==> config.mk <==
export PLATFORM = sky130hd
export DESIGN_NAME = fpr_div_stage
export DESIGN_NICKNAME = d
export VERILOG_FILES = /design/src/hdl/fpr_pkg.sv /design/src/hdl/fpr_div_stage.sv
export SDC_FILE = /design/constraint.sdc
export NUM_CORES = 1
export LEC_CHECK = 0
export BUFFER_PORTS_ARGS = -buffer_cell sky130_fd_sc_hd__buf_2
export CAP_MARGIN = 10
export CORE_MARGIN = 2
export CORE_UTILIZATION = 50
export CTS_CLUSTER_SIZE = 8
export DETAILED_ROUTE_END_ITERATION = 10
export PLACE_DENSITY = 0.95
export SLEW_MARGIN = 20
export SYNTH_ARGS = -nofsm -noshare
export SYNTH_HDL_FRONTEND = slang
export SYNTH_SLANG_ARGS = --single-unit
export TNS_END_PERCENT = 30
==> constraint.sdc <==
create_clock -name clk -period 1.2 [get_ports clk]
set_clock_uncertainty 0.2 [all_clocks]
set_input_delay 0.18 -clock clk [delete_from_list [all_inputs] [get_ports clk]]
set_output_delay 0.18 -clock clk [all_outputs]
set_load 0.02 [all_outputs]
==> src/hdl/fpr_pkg.sv <==
`timescale 1ns / 1ps
`default_nettype none
package fpr_pkg;

    localparam int RATE_W   = 32;
    localparam int FBDIV_W  = 12;
    localparam int FRAC_W   = 24;
    localparam int REFDIV_W = 6;
    localparam int POST_W   = 3;
    localparam int OUT_W    = 45;
    localparam int DIVP_W   = REFDIV_W + 2 * POST_W;
    localparam int MOD_W    = 4;

    localparam logic FUNC_RECALC = 1'b0;
    localparam logic FUNC_CALC   = 1'b1;

    localparam logic [MOD_W-1:0] DEC_BASE = 4'd10;
    localparam logic [MOD_W-1:0] DEC_NINE = 4'd9;

    typedef struct packed {
        logic             valid;
        logic             func;
        logic             byp;
        logic             err;
        logic [MOD_W-1:0] mod10;
    } ctrl_t;

endpackage
`default_nettype wire

==> src/hdl/fpr_div_stage.sv <==
`timescale 1ns / 1ps
`default_nettype none
module fpr_div_stage #(
    parameter int DW = 56
) (
    input  wire                               clk,
    input  wire                               rst_n,
    input  wire  fpr_pkg::ctrl_t              ctrl_in,
    input  wire  [DW-1:0]                     a_in,
    input  wire  [fpr_pkg::RATE_W-1:0]        rem_in,
    input  wire  [fpr_pkg::RATE_W-1:0]        d_in,
    output fpr_pkg::ctrl_t                    ctrl_out,
    output logic [DW-1:0]                     a_out,
    output logic [fpr_pkg::RATE_W-1:0]        rem_out,
    output logic [fpr_pkg::RATE_W-1:0]        d_out
);
    import fpr_pkg::*;

    logic [RATE_W:0]   trial;
    logic              ge;
    logic [RATE_W:0]   diff;
    logic [MOD_W:0]    m2;
    ctrl_t             ctrl_next;
    ctrl_t             ctrl_reg;
    logic [DW-1:0]     a_next;
    logic [DW-1:0]     a_reg;
    logic [RATE_W-1:0] rem_next;
    logic [RATE_W-1:0] rem_reg;
    logic [RATE_W-1:0] d_reg;

    always_comb
    begin
        trial     = {rem_in, a_in[DW-1]};
        ge        = trial >= {1'b0, d_in};
        diff      = trial - {1'b0, d_in};
        rem_next  = ge ? diff[RATE_W-1:0] : trial[RATE_W-1:0];
        a_next    = {a_in[DW-2:0], ge};
        m2        = {ctrl_in.mod10, ge};
        ctrl_next = ctrl_in;
        ctrl_next.mod10 = (m2 >= {1'b0, DEC_BASE}) ? MOD_W'(m2 - {1'b0, DEC_BASE})
                                                   : m2[MOD_W-1:0];
    end

    always_ff @(posedge clk or negedge rst_n)
    begin
        if (!rst_n)
        begin
            ctrl_reg <= '0;
        end
        else
        begin
            ctrl_reg <= ctrl_next;
        end
    end

    always_ff @(posedge clk)
    begin
        a_reg   <= a_next;
        rem_reg <= rem_next;
        d_reg   <= d_in;
    end

    assign ctrl_out = ctrl_reg;
    assign a_out    = a_reg;
    assign rem_out  = rem_reg;
    assign d_out    = d_reg;

endmodule
`default_nettype wire
==> flow_summary.yaml, run 1 <==
floorplanning:
  top_level_ports: 258
  row_count: 37
  die_h_microns: 107
  start_util: 0.514
  die-width_microns: 107
place:
  place_congestion: 0.995
  place_hpwl_mm: 14.2
  port-buffer-count: 257
  place_area_sq_um: 7770
clock_network:
  cts_resized: 420
  htreeDepth: 4
  clock_sinks: 128
  postCtsSetupBuffers: 7
  cts_hold_buf: 125
  cts_buffers: 17
  clock_path_buffers: 2
  cts-root-buf: "clkbuf_8"
outcome:
  error: "[ERROR DPL-0038] Utilization greater than 100%, impossible to legalize"
  status: "did not finish"
  lastStage: "clock tree synthesis"
synth:
  synth_cell_type_count: 65
  synth_warnings: 0
  ys_seq_area_frac: 0.492
  synth_nets: 702
  synthCells: 538
  async_flop_share: 0.0625
  synthFlopType: "dfxtp_1"
  synth_top_cell_by_area: "dfxtp_1"
  avgSynthCellArea_sq_um: 9.83
  synth_edf_count: 0
  ys_seq_elements: 128
  syn-cell-area_sq_um: 5290
  netlist.area_leader.share: 0.454
  synth_area_leaders: "dfxtp_1 (45%), ha_1 (7.8%), a21oi_1 (4.3%)"
## synth_stat cells (all sizes together), types with 4 or more instances
cell type	number
nand3	7
buf	13
mux2	9
xnor2	14
nand4	11
nor2	38
nand2	34
o21ai	21
a21o	22
clkbuf	10
dfrtp	8
and3	8
and2	6
or2	4
a211oi	5
nor3	5
o31ai	4
dfxtp	120
a31oi	7
o211ai	5
inv	45
ha	33
a21oi	48
xor2	8
nor4	4
o21a	6
## metrics by stage
stage,cells,setup WS (ns),setup TNS (ns)
2_1_floorplan,538,-1.14,-36.23
3_3_place_gp,1027,-1.43,-47.74
3_5_place_dp,1027,-1.64,-48.70
## logic make-up after synthesis
kind of cell,Yosys count,share of synthesized area
simple gates,126,0.114
fa+ha+maj,34,0.0819
buf+inv,68,0.0568
compound gates,149,0.195
mux,11,0.0237
xor+xnor,22,0.0365
flops,128,0.492
==> run 2: changes to the inputs <==
--- a/config.mk
+++ b/config.mk
@@ -8,10 +8,9 @@
 export BUFFER_PORTS_ARGS = -buffer_cell sky130_fd_sc_hd__buf_2
 export CAP_MARGIN = 10
 export CORE_MARGIN = 2
-export CORE_UTILIZATION = 50
-export CTS_CLUSTER_SIZE = 8
+export CORE_UTILIZATION = 40
 export DETAILED_ROUTE_END_ITERATION = 10
-export PLACE_DENSITY = 0.95
+export PLACE_DENSITY_LB_ADDON = 0.15
 export SLEW_MARGIN = 20
 export SYNTH_ARGS = -nofsm -noshare
 export SYNTH_HDL_FRONTEND = slang
==> run 2 against run 1 <==
Compared with the run above: the flow now finishes, with violations (hold timing, setup timing); synthesized cell count unchanged; synthesized area unchanged.
==> flow_summary.yaml, run 2 <==
setup_path:
  path_cells: "buf_2 -> inv_1 -> ha_1 -> nand4_1 -> nor4_2 -> a31oi_1 -> o311a_1 -> o21a_4 -> buf_12 -> buf_8 -> a211o_1 -> a31oi_1"
  worstPathRequired_ns: 1.33
  crit_fanout: 5
  cpMaxStageDelayCell: "ha_1"
  cpPeakStageDelay_ns: 0.34
  cp.arrival_ns: 2.40
  crit_top_cell: "a31oi_1"
  endpoint_kind: "flip-flop"
  startpoint_type: "input port"
  crit_type: "input port to flip-flop"
place:
  pre_cts_slack_ns: -1.47
  port-buffer-count: 257
  place_hpwl_mm: 13.2
  place_congestion: 0.898
  place_inst: 1072
drt:
  drt_first_pass_iters: 6
  vias: 7109
  drc: 0
  wl_mm: 29.5
  ant_nets: 0
  routedWlPerCell_microns: 23.2
  vias_per_cell: 5.60
  drt_first_iter_violations: 657
power_and_ir_drop:
  combinationalPowerShare: 0.341
  p_sw_frac: 0.319
  max-vdd-ir-drop_mv: 0.966
  power.leakage_uw: 0.00552
  power_frac_seq: 0.314
  switchingPower_uw: 5070
  intPower_uw: 10800
  clockPowerShare: 0.345
  powerDensity_nw_per_um2: 1320
floorplanning:
  row_count: 42
  core_area_sq_um: 13100
  top_level_ports: 258
  die_h_microns: 119
  dieArea_sq_um: 14200
  die-width_microns: 119
  start_util: 0.404
grt:
  grt_pass1_vias: 7384
  grt_max_degree: 17
  grt_pass1_wl_mm: 39.4
  grt_use_total: 0.363
  antenna_found_initial: 3
  overflow: 0
cells_and_area:
  multi_input_area_sq_um: 3190
  largest_reg_flops: 56
  layout_commonest_cell: "buf_6"
  stdcell_count: 1270
  fill_cells: 456
  syn2layout_area_growth_pct: 127
  final_util: 0.918
  layout.nets: 1241
  regArea_sq_um: 2750
  drive_gt1_frac: 0.658
  layout_common_cells: "buf_6 (164), buf_4 (132), dlygate4sd3_1 (127), dfxtp_2 (120), buf_2 (100)"
timing:
  timing.hold.ws_ns: -0.329
  fin_ws_ns: -1.07
  setup_tns_ns: -40.26
  finalHoldViolations: 4
  fin_crit_ns: 2.27
  setup_viol: 165
  max_freq_mhz: 441
  relSlewSlack: 0.640
  worst_pin_slew_ns: 0.535
  drv_slew: 0
  rsz0062_at_grt: "true"
  fin_crit_sh: 1.89
synth:
  ys_seq_elements: 128
  ys_seq_area_frac: 0.492
  synthTopCellsByCount: "dfxtp_1 (120), a21oi_1 (45), inv_1 (44)"
  synth_warnings: 0
  syn-cell-area_sq_um: 5290
  synth_nets: 702
  synthFlopType: "dfxtp_1"
  synth_top_cell_by_area: "dfxtp_1"
  synth_area_leaders: "dfxtp_1 (45%), ha_1 (7.8%), a21oi_1 (4.3%)"
  synth_edf_count: 0
  netlist.area_leader.share: 0.454
  synth_cell_type_count: 65
  async_flop_share: 0.0625
  avgSynthCellArea_sq_um: 9.83
  synthCells: 538
  synth_most_common_cell: "dfxtp_1"
clock_network:
  cts-root-buf: "clkbuf_16"
  cts_tree: "yes"
  clock_sinks: 128
  cts_buffers: 17
  path_clk_slew_ns: 0.06
  htreeDepth: 4
  clock_path_buffers: 2
outcome:
  status: "finished, violations left"
  violations: "hold timing, setup timing"
job:
  drv_cap: 0
min_path:
  hold_class: "input port to flip-flop"
-- run 2: worst paths after layout --
path                          start     endpoint  slack, ns  cells past startpoint
worst max-delay path       d_in[25]  ctrl_out[1]      -1.07                     12
worst min-delay path        d_in[0]     d_out[0]      -0.33                      1
max in group asynchronous     rst_n  ctrl_out[2]       0.12                      3
min in group asynchronous     rst_n  ctrl_out[7]       0.50                      3
-- run 2: cells by family after synthesis --
| family | synth area share |
|---|---|
| fa+ha+maj | 0.0819 |
| buf+inv | 0.0568 |
| xor+xnor | 0.0365 |
| mux | 0.0237 |
| simple gates | 0.114 |
| compound gates | 0.195 |
| flops | 0.492 |
-- run 2: metrics by stage --
step                      instance area [sq um]  power, uW
after global placement                     7870       8220
after detailed placement                   7870       8270
after floorplan                            5570       6770
after global routing                      12000      16300
after CTS                                 11700      15100
final                                     12000      15900
-- run 2: per-layer routing --
| metal | track usage | share of wire | up-vias |
|---|---|---|---|
| met2 | 0.681 | 0.50 | 569 |
| met4 | 0.222 | 0.087 | 0 |
| li1 | - | - | 2981 |
| met3 | 0.0709 | 0.071 | 230 |
| met5 | 0 | 0 | - |
| met1 | 0.365 | 0.34 | 3329 |
-- run 2: cell type report --
type	count	share of cell area
clock buffers	19	0.0378
diodes	4	0.000833
multi-input cells	342	0.266
flip-flops and latches	128	0.229
well taps	176	0.0183
repair buffers	543	0.416
inverters	45	0.0193
clock inverters	13	0.0128
-- run 2: power by group through the flow --
| stage | logic, uW | clock network [uW] | registers, uW |
|---|---|---|---|
| 6_report | 5410 | 5490 | 4990 |
| 5_1_grt | 5590 | 5670 | 5010 |
| 4_1_cts | 4820 | 5330 | 4950 |
| 3_5_place_dp | 3410 | 0 | 4860 |
| 3_3_place_gp | 3370 | 0 | 4850 |
| 2_1_floorplan | 1380 | 0 | 5390 |
-- run 2: critical path, delay by kind of cell --
family	cells	cell delay (ns)
adder cells (fa/ha/maj)	1	0.34
buffers and inverters	4	0.42
AO/OA/AOI/OAI	5	0.86
AND/OR/NAND/NOR	2	0.59
-- run 2: timing repair --
action | 4_1_cts | 5_1_grt
cloned | 5 | 0
pin swaps | 47 | 25
buffers inserted | 26 | 4
hold buffers | 127 | 1
setup endpoints to repair | 164 | 165
endpoints found under the hold margin | 134 | 5
gates resized for setup | 520 | 76
(Power assumes the default switching activity.)
